`src/rtl/st4_pkg.sv`:
```
// Shared types and constants for the clocked serial master.
// No dependencies; the three design modules import this package.
package st4_pkg;

    // Phase counter: counts down from the idle value through one frame
    localparam logic [4:0] PHASE_IDLE   = 5'd24;
    localparam logic [4:0] PH_START_TX  = 5'd23;
    localparam logic [4:0] PH_START_RX  = 5'd22;
    localparam logic [4:0] PH_DATA_LAST = 5'd6;
    localparam logic [4:0] PH_PAR_TX    = 5'd5;
    localparam logic [4:0] PH_PAR_RX    = 5'd4;
    localparam logic [4:0] PH_CHK_TX    = 5'd3;
    localparam logic [4:0] PH_CHK_RX    = 5'd2;
    localparam logic [4:0] PH_STOP_TX   = 5'd1;
    localparam logic [4:0] PH_STOP_RX   = 5'd0;

    // Received bytes below this are control characters
    localparam logic [7:0] CONTROL_LIMIT = 8'd32;

    // Configuration register file
    localparam int unsigned CFG_IDX_W  = 2;
    localparam int unsigned CFG_DATA_W = 12;

    typedef enum logic [CFG_IDX_W-1:0] {
        CFG_START_HOLDOFF = 2'd0,
        CFG_STOP_HOLDOFF  = 2'd1
    } cfg_index_t;

    localparam logic [CFG_DATA_W-1:0] START_HOLDOFF_RST = 12'd1001;
    localparam logic [CFG_DATA_W-1:0] STOP_HOLDOFF_RST  = 12'd12;

    // One result beat
    typedef struct packed {
        logic       clock_level;
        logic       line_out_level;
        logic       tx_taken;
        logic       byte_done;
        logic [7:0] rx_byte;
        logic       rx_control;
        logic       rx_parity_error;
        logic       tx_parity_error;
        logic       frame_abort;
        logic       holding;
    } result_t;

endpackage

```
`src/rtl/st4_if.sv`:
```
// Valid/ready channel interfaces for tick beats in and result beats out.
// No dependencies.
interface st4_tick_if;
    logic       valid;
    logic       ready;
    logic       line_in_level;
    logic       ms_strobe;
    logic       tx_valid;
    logic [7:0] tx_byte;

    modport source (output valid, line_in_level, ms_strobe, tx_valid, tx_byte,
                    input ready);
    modport sink   (input valid, line_in_level, ms_strobe, tx_valid, tx_byte,
                    output ready);
endinterface

interface st4_result_if;
    logic       valid;
    logic       ready;
    logic       clock_level;
    logic       line_out_level;
    logic       tx_taken;
    logic       byte_done;
    logic [7:0] rx_byte;
    logic       rx_control;
    logic       rx_parity_error;
    logic       tx_parity_error;
    logic       frame_abort;
    logic       holding;

    modport source (output valid, clock_level, line_out_level, tx_taken, byte_done,
                    rx_byte, rx_control, rx_parity_error, tx_parity_error,
                    frame_abort, holding,
                    input ready);
    modport sink   (input valid, clock_level, line_out_level, tx_taken, byte_done,
                    rx_byte, rx_control, rx_parity_error, tx_parity_error,
                    frame_abort, holding,
                    output ready);
endinterface

```
`src/rtl/st4_sync_serial_master.sv`:
```
// Top level of the clocked full-duplex serial master.
// Depends on st4_pkg, st4_if, st4_frame_seq and st4_out_stage.
//
// Each tick beat is one half-bit phase of the serial link; a frame is 24
// phases (start, eight data bits each way MSB first, even parity, parity
// check exchange, stop). Every accepted tick yields exactly one result beat,
// which is loaded into the result register when the tick is accepted. A tick
// can be taken every clock cycle: the phase logic is a single pass between
// the state registers and the result register, and tick.ready drops only
// while the result register is full and the sink is not taking it. The user
// must write both holdoff registers (cfg_we/cfg_index/cfg_data) only while
// no tick is in flight (not enforced); writes to other indexes are ignored.
module st4_sync_serial_master
    import st4_pkg::*;
(
    input  logic                  clk,
    input  logic                  rst_n,
    st4_tick_if.sink              tick,
    st4_result_if.source          result,
    input  logic                  cfg_we,
    input  logic [CFG_IDX_W-1:0]  cfg_index,
    input  logic [CFG_DATA_W-1:0] cfg_data
);

    logic [CFG_DATA_W-1:0] start_holdoff_reg;
    logic [CFG_DATA_W-1:0] stop_holdoff_reg;
    logic                  can_load;
    logic                  accept;
    result_t               step_res;

    // Configuration registers
    always_ff @(posedge clk or negedge rst_n)
    begin
        if (!rst_n)
        begin
            start_holdoff_reg <= START_HOLDOFF_RST;
            stop_holdoff_reg  <= STOP_HOLDOFF_RST;
        end
        else if (cfg_we)
        begin
            case (cfg_index)
                CFG_START_HOLDOFF: start_holdoff_reg <= cfg_data;
                CFG_STOP_HOLDOFF:  stop_holdoff_reg  <= cfg_data;
                default:           ;
            endcase
        end
    end

    // Tick handshake
    assign tick.ready = can_load;
    assign accept     = tick.valid && can_load;

    st4_frame_seq u_seq (
        .clk           (clk),
        .rst_n         (rst_n),
        .advance       (accept),
        .line_in_level (tick.line_in_level),
        .ms_strobe     (tick.ms_strobe),
        .tx_valid      (tick.tx_valid),
        .tx_byte       (tick.tx_byte),
        .start_holdoff (start_holdoff_reg),
        .stop_holdoff  (stop_holdoff_reg),
        .res           (step_res)
    );

    st4_out_stage u_out (
        .clk      (clk),
        .rst_n    (rst_n),
        .load     (accept),
        .res_in   (step_res),
        .can_load (can_load),
        .result   (result)
    );

endmodule

```
`src/rtl/st4_frame_seq.sv`:
```
// Frame sequencer: phase counter, shift registers, parity and holdoff state.
// Depends on st4_pkg. State advances only on an accepted tick beat.
module st4_frame_seq
    import st4_pkg::*;
(
    input  logic                  clk,
    input  logic                  rst_n,
    input  logic                  advance,
    input  logic                  line_in_level,
    input  logic                  ms_strobe,
    input  logic                  tx_valid,
    input  logic [7:0]            tx_byte,
    input  logic [CFG_DATA_W-1:0] start_holdoff,
    input  logic [CFG_DATA_W-1:0] stop_holdoff,
    output result_t               res
);

    logic [4:0]            phase_reg, phase_next;
    logic [7:0]            tx_shift_reg, tx_shift_next;
    logic [7:0]            rx_shift_reg, rx_shift_next;
    logic                  tx_par_reg, tx_par_next;
    logic                  rx_par_reg, rx_par_next;
    logic                  rx_err_reg, rx_err_next;
    logic                  tx_err_reg, tx_err_next;
    logic                  frm_err_reg, frm_err_next;
    logic [CFG_DATA_W-1:0] hold_cnt_reg, hold_cnt_next;
    logic                  hold_reg, hold_next;
    logic                  clk_out_reg, clk_out_next;
    logic                  line_out_reg, line_out_next;

    logic                  run;
    logic [4:0]            phase_cur;
    logic [4:0]            p;
    logic [4:0]            data_off;
    logic [2:0]            bitpos;
    logic [CFG_DATA_W-1:0] cnt_dec;
    logic                  stop_bad;

    // Next state and result for one tick
    always_comb
    begin
        phase_next    = phase_reg;
        tx_shift_next = tx_shift_reg;
        rx_shift_next = rx_shift_reg;
        tx_par_next   = tx_par_reg;
        rx_par_next   = rx_par_reg;
        rx_err_next   = rx_err_reg;
        tx_err_next   = tx_err_reg;
        frm_err_next  = frm_err_reg;
        hold_cnt_next = hold_cnt_reg;
        hold_next     = hold_reg;
        clk_out_next  = clk_out_reg;
        line_out_next = line_out_reg;
        res           = '0;
        run           = 1'b1;
        phase_cur     = phase_reg;
        cnt_dec       = hold_cnt_reg;
        p             = '0;
        data_off      = '0;
        bitpos        = '0;
        stop_bad      = 1'b0;

        // Holdoff countdown; release runs the start phase in the same tick
        if (hold_reg)
        begin
            if (ms_strobe && (hold_cnt_reg != '0))
                cnt_dec = hold_cnt_reg - 1'b1;
            hold_cnt_next = cnt_dec;
            if (cnt_dec == '0)
            begin
                hold_next = 1'b0;
                phase_cur = PHASE_IDLE;
            end
            else
                run = 1'b0;
        end

        if (run)
        begin
            if ((phase_cur == '0) || (phase_cur > PHASE_IDLE))
                p = PHASE_IDLE - 5'd1;
            else
                p = phase_cur - 5'd1;
            phase_next = p;
            data_off   = p - PH_DATA_LAST;
            bitpos     = data_off[3:1];

            case (p)
                PH_START_TX:
                begin
                    if (!tx_err_reg)
                    begin
                        tx_shift_next = tx_valid ? tx_byte : 8'd0;
                        res.tx_taken  = tx_valid;
                    end
                    tx_par_next   = 1'b0;
                    rx_par_next   = 1'b0;
                    frm_err_next  = 1'b0;
                    tx_err_next   = 1'b0;
                    rx_err_next   = 1'b0;
                    clk_out_next  = 1'b0;
                    line_out_next = 1'b0;
                end
                PH_START_RX:
                begin
                    clk_out_next = 1'b1;
                    if (line_in_level)
                    begin
                        frm_err_next    = 1'b1;
                        hold_cnt_next   = start_holdoff;
                        hold_next       = 1'b1;
                        res.frame_abort = 1'b1;
                    end
                end
                PH_PAR_TX:
                begin
                    clk_out_next  = 1'b0;
                    line_out_next = tx_par_reg;
                end
                PH_PAR_RX:
                begin
                    clk_out_next = 1'b1;
                    if (rx_par_reg != line_in_level)
                        rx_err_next = 1'b1;
                end
                PH_CHK_TX:
                begin
                    clk_out_next  = 1'b0;
                    line_out_next = rx_err_reg;
                end
                PH_CHK_RX:
                begin
                    clk_out_next = 1'b1;
                    if (line_in_level)
                        tx_err_next = 1'b1;
                end
                PH_STOP_TX:
                begin
                    clk_out_next  = 1'b0;
                    line_out_next = 1'b0;
                end
                PH_STOP_RX:
                begin
                    clk_out_next = 1'b1;
                    stop_bad     = frm_err_reg | line_in_level;
                    frm_err_next = stop_bad;
                    if (stop_bad)
                    begin
                        hold_cnt_next   = stop_holdoff;
                        hold_next       = 1'b1;
                        res.frame_abort = 1'b1;
                    end
                    else
                    begin
                        res.byte_done       = 1'b1;
                        res.rx_byte         = rx_shift_reg;
                        res.rx_control      = (rx_shift_reg < CONTROL_LIMIT);
                        res.rx_parity_error = rx_err_reg;
                        res.tx_parity_error = tx_err_reg;
                    end
                    phase_next = PHASE_IDLE;
                end
                default:
                begin
                    // Data bits, MSB first: odd phase drives, even phase samples
                    if (p[0])
                    begin
                        tx_par_next   = tx_par_reg ^ tx_shift_reg[bitpos];
                        clk_out_next  = 1'b0;
                        line_out_next = tx_shift_reg[bitpos];
                    end
                    else
                    begin
                        clk_out_next          = 1'b1;
                        rx_par_next           = rx_par_reg ^ line_in_level;
                        rx_shift_next[bitpos] = line_in_level;
                    end
                end
            endcase
        end

        res.clock_level    = clk_out_next;
        res.line_out_level = line_out_next;
        res.holding        = hold_next;
    end

    // State registers
    always_ff @(posedge clk or negedge rst_n)
    begin
        if (!rst_n)
        begin
            phase_reg    <= PHASE_IDLE;
            tx_shift_reg <= '0;
            rx_shift_reg <= '0;
            tx_par_reg   <= 1'b0;
            rx_par_reg   <= 1'b0;
            rx_err_reg   <= 1'b0;
            tx_err_reg   <= 1'b0;
            frm_err_reg  <= 1'b0;
            hold_cnt_reg <= '0;
            hold_reg     <= 1'b0;
            clk_out_reg  <= 1'b0;
            line_out_reg <= 1'b0;
        end
        else if (advance)
        begin
            phase_reg    <= phase_next;
            tx_shift_reg <= tx_shift_next;
            rx_shift_reg <= rx_shift_next;
            tx_par_reg   <= tx_par_next;
            rx_par_reg   <= rx_par_next;
            rx_err_reg   <= rx_err_next;
            tx_err_reg   <= tx_err_next;
            frm_err_reg  <= frm_err_next;
            hold_cnt_reg <= hold_cnt_next;
            hold_reg     <= hold_next;
            clk_out_reg  <= clk_out_next;
            line_out_reg <= line_out_next;
        end
    end

endmodule

```
`src/rtl/st4_out_stage.sv`:
```
// Result register: holds one result beat until the sink takes it.
// Depends on st4_pkg and st4_result_if.
module st4_out_stage
    import st4_pkg::*;
(
    input  logic                clk,
    input  logic                rst_n,
    input  logic                load,
    input  result_t             res_in,
    output logic                can_load,
    st4_result_if.source        result
);

    logic    valid_reg;
    result_t data_reg;

    // Free when empty or when the held beat leaves this cycle
    assign can_load = !valid_reg || result.ready;

    always_ff @(posedge clk or negedge rst_n)
    begin
        if (!rst_n)
            valid_reg <= 1'b0;
        else if (can_load)
            valid_reg <= load;
    end

    always_ff @(posedge clk)
    begin
        if (load)
            data_reg <= res_in;
    end

    assign result.valid           = valid_reg;
    assign result.clock_level     = data_reg.clock_level;
    assign result.line_out_level  = data_reg.line_out_level;
    assign result.tx_taken        = data_reg.tx_taken;
    assign result.byte_done       = data_reg.byte_done;
    assign result.rx_byte         = data_reg.rx_byte;
    assign result.rx_control      = data_reg.rx_control;
    assign result.rx_parity_error = data_reg.rx_parity_error;
    assign result.tx_parity_error = data_reg.tx_parity_error;
    assign result.frame_abort     = data_reg.frame_abort;
    assign result.holding         = data_reg.holding;

endmodule
```
`src/flat_wrapper.sv`:
```
// flat-port wrapper written by rule: the top's interface ports become plain ports
module st4_sync_serial_master_flat import st4_pkg::*;
  (clk, rst_n, cfg_we, cfg_index, cfg_data, tick_valid, tick_line_in_level, tick_ms_strobe, tick_tx_valid, tick_tx_byte, tick_ready, result_valid, result_clock_level, result_line_out_level, result_tx_taken, result_byte_done, result_rx_byte, result_rx_control, result_rx_parity_error, result_tx_parity_error, result_frame_abort, result_holding, result_ready);
  st4_tick_if tick_i ();
  st4_result_if result_i ();
  input  logic clk;
  input  logic rst_n;
  input  logic cfg_we;
  input  logic [CFG_IDX_W-1:0] cfg_index;
  input  logic [CFG_DATA_W-1:0] cfg_data;
  input wire logic [$bits(tick_i.valid)-1:0] tick_valid;
  input wire logic [$bits(tick_i.line_in_level)-1:0] tick_line_in_level;
  input wire logic [$bits(tick_i.ms_strobe)-1:0] tick_ms_strobe;
  input wire logic [$bits(tick_i.tx_valid)-1:0] tick_tx_valid;
  input wire logic [$bits(tick_i.tx_byte)-1:0] tick_tx_byte;
  output wire logic [$bits(tick_i.ready)-1:0] tick_ready;
  output wire logic [$bits(result_i.valid)-1:0] result_valid;
  output wire logic [$bits(result_i.clock_level)-1:0] result_clock_level;
  output wire logic [$bits(result_i.line_out_level)-1:0] result_line_out_level;
  output wire logic [$bits(result_i.tx_taken)-1:0] result_tx_taken;
  output wire logic [$bits(result_i.byte_done)-1:0] result_byte_done;
  output wire logic [$bits(result_i.rx_byte)-1:0] result_rx_byte;
  output wire logic [$bits(result_i.rx_control)-1:0] result_rx_control;
  output wire logic [$bits(result_i.rx_parity_error)-1:0] result_rx_parity_error;
  output wire logic [$bits(result_i.tx_parity_error)-1:0] result_tx_parity_error;
  output wire logic [$bits(result_i.frame_abort)-1:0] result_frame_abort;
  output wire logic [$bits(result_i.holding)-1:0] result_holding;
  input wire logic [$bits(result_i.ready)-1:0] result_ready;
  assign tick_i.valid = tick_valid;
  assign tick_i.line_in_level = tick_line_in_level;
  assign tick_i.ms_strobe = tick_ms_strobe;
  assign tick_i.tx_valid = tick_tx_valid;
  assign tick_i.tx_byte = tick_tx_byte;
  assign tick_ready = tick_i.ready;
  assign result_valid = result_i.valid;
  assign result_clock_level = result_i.clock_level;
  assign result_line_out_level = result_i.line_out_level;
  assign result_tx_taken = result_i.tx_taken;
  assign result_byte_done = result_i.byte_done;
  assign result_rx_byte = result_i.rx_byte;
  assign result_rx_control = result_i.rx_control;
  assign result_rx_parity_error = result_i.rx_parity_error;
  assign result_tx_parity_error = result_i.tx_parity_error;
  assign result_frame_abort = result_i.frame_abort;
  assign result_holding = result_i.holding;
  assign result_i.ready = result_ready;
  st4_sync_serial_master u_core (.clk(clk), .rst_n(rst_n), .tick(tick_i), .result(result_i), .cfg_we(cfg_we), .cfg_index(cfg_index), .cfg_data(cfg_data));
endmodule
```
`config.mk`:
```
export PLATFORM = sky130hd
export DESIGN_NAME = st4_sync_serial_master_flat
export DESIGN_NICKNAME = d
export VERILOG_FILES = /design/src/rtl/st4_pkg.sv /design/src/rtl/st4_if.sv /design/src/rtl/st4_sync_serial_master.sv /design/src/rtl/st4_frame_seq.sv /design/src/rtl/st4_out_stage.sv /design/src/flat_wrapper.sv
export SDC_FILE = /design/constraint.sdc
export NUM_CORES = 1
export LEC_CHECK = 0
export BUFFER_PORTS_ARGS = -buffer_cell sky130_fd_sc_hd__clkbuf_2
export CORE_ASPECT_RATIO = 0.75
export CORE_MARGIN = 2
export CORE_UTILIZATION = 38
export DETAILED_ROUTE_END_ITERATION = 10
export GPL_ROUTABILITY_DRIVEN = 0
export PLACE_DENSITY = 0.65
export SLEW_MARGIN = 20
export SYNTH_ARGS = -nofsm -noshare
export SYNTH_HDL_FRONTEND = slang
export SYNTH_SLANG_ARGS = --single-unit
```
`constraint.sdc`:
```
create_clock -name clk -period 5.4 [get_ports clk]
set_input_delay 0.27 -clock clk [delete_from_list [all_inputs] [get_ports clk]]
set_output_delay 0.27 -clock clk [all_outputs]
set_load 0.01 [all_outputs]
```
==> metrics.md, run 1 <==
| Metric | Value |
|---|---|
| Distinct cells, synth | `76` |
| DR pass1 iterations | `5` |
| P&R area growth vs syn | `17.3%` |
| CTS tree | `yes` |
| Critical path arrival | `5.33 ns` |
| Initial Utilization | `0.385` |
| CTS root buf | `clkbuf_16` |
| DRC | `0` |
| Nets | `between 500 and 600` |
| Die footprint | `around 14000 um2` |
| Worst path cell trace | `inv_1, ha_1, or4b_4, nor4_2, o32ai_1, or4_4, nand2_2, ha_1, nand2b_1, nor3_2, a21oi_1, o221a_2, mux2i_4, ha_4, nand2b_1, nand2_1, a21oi_1, a31oi_1, nor4b_2, nor4_1, a31o_2, a21oi_1, o21ai_0` |
| Sequential area share after synthesis | `0.440` |
| Initial drt markers | `309` |
| H-tree depth | `3` |
| Biggest cell delay along the critical path | `0.57 ns` |
| Filler cells | `1204` |
| Synthesized Nets | `538` |
| Largest net degree at the start of global routing | `67` |
| Avg Vias per Cell | `5.72` |
| Run status | `completed` |
| Fin crit share | `0.973` |
| Number of port buffers | `48` |
| Leading register cell type out of synthesis | `dfrtp_1` |
| Worst path top cell family by delay | `simple AND/OR/NAND/NOR gates` |
| Hold Crit Class | `in -> async` |
| Vias | `4184` |
| Remaining global-route overflow | `0` |
| Post-synth EDFFs | `17` |
| GRT Total Usage | `0.196` |
| Max FO, Critical Path | `8` |
| CP max stage cell | `or4_4` |
| Worst setup SP type | `flop` |
| CTS sink count | `83` |
| Core Rows | `36` |
| Fraction of layout cells with a size suffix above 1 | `0.288` |
| TritonCTS Buffers | `9` |
| Final Routed Wirelength | `approximately 13000 um` |
| Vias in the first global route | `4024` |
| Fin. Hold Viols | `0` |
| PwrDens | `520 nW/um2` |
| Fmax achieved | `approximately 190 MHz` |
| Crit path kind | `reg -> reg` |
| Max IR drop VDD | `0.000303 V` |
| Least-Margin Pin Slew | `1.04 ns` |
| Mapped Cells | `503` |
| DRT antenna net count | `0` |
| Max_cap viols | `0` |
| Critical path buffers and inverters | `1` |
| Warnings, synthesis | `0` |
| Clock transition at path regs | `0.07 ns` |
| Detail Placement HPWL | `between 8000 and 9000 um` |
| Die Ht | `103 um` |
| Synth Area per Inst | `slightly below 10 um2` |
| Initial antenna violation count | `0` |
| # IOs | `49` |
| Final setup fails | `0` |
| P_leak | `0.00236 uW` |
| WP data required | `5.47 ns` |
| Crit path top cell by count | `a21oi_1` |
| Core Box Area | `12800 um2` |
| R2R setup slack | `0.14 ns` |
| Worst setup slack after layout | `0.144 ns` |
| Clock latency on the worst-skew pair | `roughly 0.36 ns` |
| Per-cell routed wire length | `roughly 18 um` |
| Global-route wire length before repair | `21000 um` |
| Layout Utilization | `0.452` |
| Die width | `approximately 140 um` |
| Diodes inserted | `0` |
| Setup Skew | `between 0.008 and 0.009 ns` |
| Post-Place Setup Slack | `-0.0519 ns` |
| FFs w/ async S/R, synth | `0.795` |
| Total chip power | `3020 uW` |
| Cell area after synthesis | `4940 um2` |
| Synthesized flop and latch total | `between 80 and 90` |
| Setup TNS Final | `0 ns` |
| Critical Path Sink Type | `flop` |
| Relative slew slack | `0.302` |
| Worst-case clock buffer depth | `2` |
| Final Critical Period | `~5.3 ns` |
| Max-slew violations | `0` |
-- final timing paths --
| kind | from | to | cells past startpoint |
|---|---|---|---|
| worst min register to register | u_core.u_seq.clk_out_reg | u_core.u_seq.clk_out_reg | 1 |
| worst max-delay path | u_core.u_seq.hold_cnt_reg[1] | u_core.u_out.result.line_out_level | 23 |
| worst min-delay path | rst_n | u_core.stop_holdoff_reg[7] | 2 |
| min in group clk | tick_tx_byte[1] | u_core.u_seq.tx_shift_reg[1] | 2 |
| worst max register to register | u_core.u_seq.hold_cnt_reg[1] | u_core.u_out.result.line_out_level | 23 |
| max in group asynchronous | rst_n | u_core.u_seq.hold_cnt_reg[1] | 2 |
-- kinds of logic after synthesis --
kind of cell	synth area share
DFF	0.440
xor gates and xnor gates	0.0230
adders and majority gates	0.0127
AOI/OAI and AO/OA	0.173
buffers and inverters	0.0410
and+or+nand+nor	0.218
muxes	0.0929
-- report_power, final --
part           internal [uW]  switching [uW]
Sequential               805             161
Clock                    364             272
Combinational            629             784
Total                   1800            1220
-- area by class of cell --
cell class | instances | area (um2) | area share
clock buffers | 10 | 229 | 0.0395
clock inverters | 6 | 72.6 | 0.0125
inverters | 7 | 26.3 | 0.00453
multi-input cells | 381 | 2660 | 0.458
flip-flops and latches | 83 | 2180 | 0.375
well taps | 171 | 214 | 0.0369
repair buffers | 73 | 428 | 0.0738
-- timing repair --
item | in CTS | in global routing
pin swaps | 0 | 4
gates resized for setup | 2 | 11
setup endpoints to repair | 2 | 3
setup buffers | 0 | 3
hold buffers | 0 | 0
-- layer usage --
layer / wire length (um) / up-vias / share of wire / track usage
li1: - / 1955 / - / -
met1: 6160 / 2047 / 0.48 / 0.291
met2: 5480 / 161 / 0.43 / 0.280
met3: 929 / 21 / 0.072 / 0.0408
met4: 240 / 0 / 0.019 / 0.0769
met5: 0 / - / 0 / 0
-- placed cells by master (no fill, tap or decap), types with 16 or more instances in the layout --
cell type / count
a21oi_1: 33
buf_4: 25
clkbuf_2: 47
dfrtp_1: 54
edfxtp_1: 17
mux2_2: 28
nand2_1: 47
nor2_1: 39
nor3_1: 19
o21ai_0: 16
-- worst register-to-register path: stages, from the launching register on --
cell and delay, ns:
dfrtp_2 0.44, inv_1 0.08, ha_1 0.19, or4b_4 0.52, nor4_2 0.27, o32ai_1 0.16, or4_4 0.57, nand2_2 0.12
ha_1 0.19, nand2b_1 0.09, nor3_2 0.22, a21oi_1 0.09, o221a_2 0.30, mux2i_4 0.18, ha_4 0.20, nand2b_1 0.14
nand2_1 0.06, a21oi_1 0.18, a31oi_1 0.09, nor4b_2 0.29, nor4_1 0.08, a31o_2 0.25, a21oi_1 0.15, o21ai_0 0.10
-- metrics by stage --
step	std cells	instance area [um2]	hold slack, ns
after floorplan	503	4950	-0.0256
after global placement	712	5410	0.463
after detailed placement	712	5410	0.470
after CTS	728	5720	0.116
after global routing	731	5800	0.132
final	731	5800	0.123
-- synthesized netlist by cell type, types with 3 or more instances --
master	count	share of area
dfrtp_1	55	0.28
nand2_1	48	0.036
nor2_1	39	0.030
a21oi_1	33	0.033
mux2_2	28	0.064
nor3_1	20	0.020
edfxtp_1	17	0.10
o21ai_0	16	0.016
and2_1	15	0.019
clkbuf_1	14	0.011
a22oi_1	13	0.020
nand3_1	13	0.013
a22o_1	12	0.021
dfstp_2	11	0.058
nand2b_1	11	0.014
buf_2	9	0.0091
nor4_1	8	0.010
xnor2_1	8	0.014
a31oi_1	7	0.0089
inv_1	7	0.0053
nor2b_1	7	0.0089
ha_1	5	0.013
mux2_1	5	0.011
mux2i_1	5	0.010
nand4_1	5	0.0063
o22ai_1	5	0.0063
or3_1	5	0.0063
xor2_1	5	0.0089
a21o_1	4	0.0061
buf_6	4	0.0091
nor4b_1	4	0.0071
o21a_1	4	0.0061
or2_2	4	0.0051
a211oi_1	3	0.0046
buf_1	3	0.0023
nand3b_1	3	0.0046
o211ai_1	3	0.0046
o22a_1	3	0.0053
Note: power is estimated with default switching activity, not from simulation.
==> inputs of run 2 (changes only) <==
- PLACE_DENSITY: 0.65 -> 0.62
- clock period: 5.4 -> 4.5 ns (I/O delays scaled with it)
==> run 2 against run 1 <==
  * Clock power rose by 19%
  * Total power rose by 34%
  * Worst setup slack got worse by 0.42 ns
  * First-iteration DRC count up 21%
  * The run now ends with negative setup slack left
  * Sequential share of layout area decreased by 3.4 points
  * Largest cell class unchanged
  * Largest power group unchanged
==> metrics.md, run 2 (same netlist as run 1, synthesis figures left out) <==
| Metric | Value |
|---|---|
| Final Routed Wirelength | `between 10000 and 15000 um` |
| Run status | `complete, but fails checks` |
| Internal Power | `2440 uW` |
| Psw | `1600 uW` |
| Relative slew slack | `0.405` |
| DRT antenna net count | `0` |
| Failing checks | `negative setup slack` |
| Max IR drop VDD | `0.000303 V` |
| Max FO, Critical Path | `7` |
| Fmax achieved | `209 MHz` |
| FF-to-FF path depth | `23` |
| RSZ-0062 raised after global routing | `yes` |
| Largest net degree at the start of global routing | `67` |
| Commonest cells after routing, fill and taps aside | `buf_4 (82), dfrtp_1 (55), clkbuf_2 (47)` |
| Crit path kind | `reg -> reg` |
| DR pass1 iterations | `5` |
| Hold Crit Class | `in -> async` |
| GRT Total Usage | `0.215` |
| Core Rows | `36` |
| Reg area | `2180 um2` |
| CTS root buf | `clkbuf_16` |
| Setup Skew | `roughly 0.0097 ns` |
| Logic gate share of total power | `0.522` |
| # IOs | `49` |
| Fraction of layout cells with a size suffix above 1 | `0.383` |
| P&R area growth vs syn | `29.0%` |
| PwrDens | `approximately 630 nW/um2` |
| P_leak | `between 0.002 and 0.003 uW` |
| Power share of the sequential group | `0.291` |
| Vias | `4469` |
| Critical path arrival | `4.87 ns` |
| Finished Layout Cells | `789` |
| Worst setup slack after layout | `-0.275 ns` |
| Die footprint | `roughly 14000 um2` |
| Final setup fails | `3` |
| Filler cells | `1186` |
| TritonCTS Buffers | `9` |
| Placed Cells | `between 700 and 800` |
| Core Box Area | `12800 um2` |
| H-tree depth | `3` |
| Initial Utilization | `0.385` |
| Worst R2R End | `u_core.u_out.result.line_out_level` |
| Number of port buffers | `48` |
| Initial drt markers | `375` |
| RR Startpoint | `u_core.u_seq.hold_cnt_reg[0]` |
| Diodes inserted | `0` |
| Multi-input gate area | `2800 um2` |
| Nets | `648` |
| Least-Margin Pin Slew | `~0.89 ns` |
| Worst-case clock buffer depth | `2` |
| Global-route wire length before repair | `23200 um` |
| Fin. Hold Viols | `0` |
| Clock transition at path regs | `0.06 ns` |
| DRC | `0` |
| Critical Path Sink Type | `flop` |
| CTS sink count | `83` |
| CTS tree | `yes` |
| Vias in the first global route | `4395` |
| Most common cell after layout, fill and taps aside | `buf_4` |
| R2R setup slack | `-0.28 ns` |
| Remaining global-route overflow | `0` |
| Die Ht | `103 um` |
| Max-slew violations | `0` |
| Max_cap viols | `0` |
| Avg Vias per Cell | `5.66` |
| Initial antenna violation count | `0` |
| Detail Placement HPWL | `just over 10000 um` |
| Design Area, Final | `6380 um2` |
| Placed cell area | `between 5000 and 6000 um2` |
| Clock latency on the worst-skew pair | `0.34 ns` |
| WP data required | `roughly 4.6 ns` |
| Sw Ratio | `0.396` |
| Die width | `136 um` |
| Clk pwr share | `0.187` |
| Fin crit share | `1.06` |
| Worst setup SP type | `flop` |
| Per-cell routed wire length | `18.1 um` |
| Final Critical Period | `4.78 ns` |
==> run 2: cell types whose count changed in the layout (fill, tap and decap cells not counted), sizes merged <==
| cell | change |
|---|---|
| buf | +58 |
==> run 2: cell type report <==
type / instances / area share
Sequential cell: 83 / 0.341
Tap cell: 171 / 0.0335
Multi-Input combinational cell: 381 / 0.438
Inverter: 7 / 0.00412
Timing Repair Buffer: 131 / 0.137
Clock inverter: 6 / 0.0100
Clock buffer: 10 / 0.0359
==> run 2: per-stage QoR <==
step | power, uW | worst slack [ns] | hold WS, ns | setup TNS (ns) | utilization
after floorplan | 2360 | -0.460 | -0.0706 | -1.21 | -
after global placement | 3010 | -0.277 | 0.441 | -0.683 | 0.458
after detailed placement | 3080 | -0.494 | 0.443 | -2.09 | 0.458
after CTS | 3960 | -0.240 | 0.0910 | -0.631 | 0.491
after global routing | 4290 | -0.507 | 0.0987 | -3.40 | 0.497
final | 4040 | -0.275 | 0.0873 | -0.743 | 0.497
==> run 2: worst max-delay path by stage <==
stage                            startpoint                                 end  slack [ns]  cells past startpoint
2_1_floorplan  u_core.u_seq.hold_cnt_reg[0]  u_core.u_out.result.line_out_level       -0.46                     26
3_3_place_gp   u_core.u_seq.hold_cnt_reg[0]  u_core.u_out.result.line_out_level       -0.28                     23
6_report       u_core.u_seq.hold_cnt_reg[0]  u_core.u_out.result.line_out_level       -0.28                     23
5_1_grt        u_core.u_seq.hold_cnt_reg[0]             u_core.u_seq.tx_par_reg       -0.51                     23
3_5_place_dp   u_core.u_seq.hold_cnt_reg[0]  u_core.u_out.result.line_out_level       -0.49                     23
4_1_cts        u_core.u_seq.hold_cnt_reg[0]             u_core.u_seq.tx_par_reg       -0.24                     23
==> run 2: repair_timing <==
action                                  CTS  global route
hold buffers                              0             0
cloned                                    0             0
endpoints found under the setup margin   30            43
pin swaps                                12             9
buffers inserted                          9             3
gates resized for setup                  16            12
==> run 2: metal layers <==
layer / global-route usage / part of all wire / vias up
met1: 0.317 / 0.48 / 2182
met3: 0.0472 / 0.076 / 24
met2: 0.321 / 0.43 / 191
li1: - / - / 2072
met5: 0 / 0 / -
met4: 0.0545 / 0.015 / 0
==> run 2: critical path, cell delays in order (launching register included) <==
cell and delay (ns):
dfrtp_1 0.40, inv_2 0.09, ha_4 0.14, or4b_4 0.50, o311ai_4 0.24, nand3_1 0.14, or4_4 0.57, nand2_4 0.10
ha_4 0.15, nand2b_4 0.06, nor3_4 0.17, a21oi_2 0.07, o221a_2 0.28, mux2i_4 0.19, ha_4 0.20, nand2b_4 0.13
nand2_2 0.06, a21oi_2 0.12, a31oi_1 0.06, nor4b_1 0.27, nor4_1 0.08, a31o_2 0.24, a21oi_2 0.17, o21ai_1 0.07
==> run 2: power by group through the flow <==
stage | Combinational (uW) | Sequential, uW | Clock [uW]
floorplan | 1280 | 1080 | 0
global placement | 1850 | 1170 | 0
detailed placement | 1900 | 1180 | 0
CTS | 2020 | 1170 | 766
global route | 2290 | 1200 | 798
finish | 2110 | 1180 | 754
==> inputs of run 3 (changes only) <==
- BUFFER_PORTS_ARGS: -buffer_cell sky130_fd_sc_hd__clkbuf_2 -> -buffer_cell sky130_fd_sc_hd__buf_2
==> run 3 against run 2 <==
  * The flow still finishes with violations (negative setup slack)
  * Sequential power hardly changed
  * Register-to-register slack worse by 0.02 ns
  * Non-clock buffer count is 2 lower
  * Total power is 4.7% higher
  * Largest cell class unchanged
  * Highest routed layer unchanged
==> metrics.md, run 3 (same netlist as run 1, synthesis figures left out) <==
| Metric | Value |
|---|---|
| Run status | `complete, but fails checks` |
| Failing checks | `negative setup slack` |
| Max_cap viols | `0` |
| Crit path kind | `reg -> reg` |
| Die Ht | `103 um` |
| DRT antenna net count | `0` |
| CP max stage cell | `or4_4` |
| FF-to-FF path depth | `23` |
| Biggest cell delay along the critical path | `a little under 0.6 ns` |
| RR Startpoint | `u_core.u_seq.hold_cnt_reg[1]` |
| Total chip power | `~4200 uW` |
| Number of port buffers | `48` |
| Commonest cells after routing, fill and taps aside | `buf_4 (78), dfrtp_1 (55), buf_2 (48)` |
| Least-Margin Pin Slew | `~1.1 ns` |
| Relative slew slack | `0.274` |
| P_leak | `0.00271 uW` |
| Clock latency on the worst-skew pair | `0.34 ns` |
| Clock transition at path regs | `approximately 0.070 ns` |
| CTS sink count | `83` |
| # hold bufs at CTS | `0` |
| Clk pwr share | `0.196` |
| Worst setup SP type | `flop` |
| H-tree depth | `3` |
| Max FO, Critical Path | `6` |
| Worst path cell trace | `inv_2, ha_4, or4b_4, o311ai_2, nand3_1, or4_4, nand2_4, ha_4, nand2b_4, nor3_4, a21oi_2, o221a_2, mux2i_4, ha_4, nand2b_4, nand2_2, a21oi_2, a31oi_1, nor4b_2, nor4_1, a31o_2, and2b_1, o31ai_2` |
| Internal Power | `2590 uW` |
| Fraction of layout cells with a size suffix above 1 | `0.401` |
| Core Box Area | `12800 um2` |
| Power share of the sequential group | `0.276` |
| R2R setup slack | `-0.30 ns` |
| WP data required | `4.74 ns` |
| Diodes inserted | `0` |
| Worst-case clock buffer depth | `2` |
| Worst setup slack after layout | `-0.297 ns` |
| Vias in the first global route | `4035` |
| Nets | `646` |
| Routed wl met3 | `990 um` |
| RSZ-0062 raised after global routing | `yes` |
| Logic gate share of total power | `0.529` |
| Die width | `roughly 140 um` |
| DRC | `0` |
| Max IR drop VDD | `0.000305 V` |
| Psw | `~1600 uW` |
| CTS tree | `yes` |
| Setup Skew | `0.00418 ns` |
| P&R area growth vs syn | `31.0%` |
| Initial antenna violation count | `0` |
| Finished Layout Cells | `about 790` |
| Worst R2R End | `u_core.u_seq.tx_par_reg` |
| Sw Ratio | `0.388` |
| Detail Placement HPWL | `9840 um` |
| CTS root buf | `clkbuf_16` |
| Most common cell after layout, fill and taps aside | `buf_4` |
| TritonCTS Buffers | `9` |
| Highest routed layer | `met4` |
| GRT Total Usage | `0.206` |
| Length of routed met2 wiring | `5810 um` |
| Initial drt markers | `291` |
| Remaining global-route overflow | `0` |
| Fmax achieved | `208 MHz` |
| PwrDens | `653 nW/um2` |
| Core Rows | `36` |
| Final Critical Period | `4.80 ns` |
| Hold Crit Class | `in -> async` |
| Max-slew violations | `0` |
| Placed Cells | `761` |
| DR pass1 iterations | `5` |
| Avg Vias per Cell | `5.54` |
| Critical Path Sink Type | `flop` |
| Crit path top cell by count | `ha_4` |
| Global-route wire length before repair | `21900 um` |
| Initial Utilization | `0.385` |
| # IOs | `between 40 and 50` |
| Largest net degree at the start of global routing | `between 60 and 70` |
| Fin. Hold Viols | `0` |
| Final setup fails | `3` |
| Critical path arrival | `slightly above 5 ns` |
| Per-cell routed wire length | `roughly 17 um` |
| Die footprint | `14000 um2` |
| Final Routed Wirelength | `between 10000 and 15000 um` |
| Filler cells | `around 1200` |
| Layout Utilization | `0.504` |
| Hold_ws | `0.0589 ns` |
| WL met1 | `slightly below 7000 um` |
| Fin crit share | `1.07` |
| Vias | `4363` |
==> run 3: cell types whose count changed in the layout (fill, tap and decap cells not counted), sizes merged <==
| cell | delta |
|---|---|
| clkinv | -2 |
| clkbuf | -47 |
| bufinv | +1 |
| buf | +44 |
| inv | +2 |
==> run 3: worst max path at each step <==
stage / slack, ns / endpoint / start / depth (start not counted)
final: -0.30 / u_core.u_seq.tx_par_reg / u_core.u_seq.hold_cnt_reg[1] / 23
after global routing: -0.49 / u_core.u_seq.tx_par_reg / u_core.u_seq.hold_cnt_reg[1] / 22
after CTS: -0.25 / u_core.u_out.result.line_out_level / u_core.u_seq.hold_cnt_reg[1] / 23
after detailed placement: -0.47 / u_core.u_seq.tx_par_reg / u_core.u_seq.hold_cnt_reg[0] / 23
after global placement: -0.33 / u_core.u_out.result.line_out_level / u_core.u_seq.hold_cnt_reg[0] / 25
after floorplan: -0.46 / u_core.u_out.result.line_out_level / u_core.u_seq.hold_cnt_reg[0] / 26
==> run 3: cell type report <==
type                       instances  area [um2]  area share
clock inverter                     7         105      0.0162
clock buffer                       9         225      0.0348
tap                              171         214      0.0330
inverter                           7        26.3     0.00406
sequential                        83        2180       0.336
multi-input combinational        381        2850       0.440
timing repair buffer             129         882       0.136
==> run 3: worst max-delay path, delay by kind of cell, from the launching register on <==
family                   cells  cell delay, ns
multiplexers                 1            0.19
AND/OR/NAND/NOR             11            2.24
buffers and inverters        1            0.08
flip-flops                   1            0.39
AO/OA/AOI/OAI                7            1.33
adder cells (fa/ha/maj)      3            0.47
==> run 3: power groups by stage <==
stage / sequential, uW / clock [uW] / combinational, uW
4_1_cts: 1160 / 846 / 2070
5_1_grt: 1190 / 877 / 2420
3_5_place_dp: 1170 / 0 / 1910
2_1_floorplan: 1080 / 0 / 1280
3_3_place_gp: 1160 / 0 / 1870
6_report: 1170 / 827 / 2230
==> run 3: routing by layer <==
metal  track usage  vias to the layer above
met5             0                        -
met4        0.0513                        0
met3        0.0482                       14
met2         0.291                      142
met1         0.316                     2135
li1              -                     2072
==> run 3: what timing repair did <==
item / CTS / global route
resized for setup: 17 / 23
cloned: 0 / 1
setup endpoints to repair: 15 / 44
setup buffers: 8 / 3
pin swaps: 17 / 8
==> run 3: stage by stage <==
step / worst slack, ns / TNS (ns) / area [um2]
global placement: -0.329 / -0.847 / 5870
global route: -0.495 / -2.00 / 6480
CTS: -0.251 / -0.601 / 6330
finish: -0.297 / -0.705 / 6480
floorplan: -0.460 / -1.21 / 5030
detailed placement: -0.471 / -1.60 / 5870
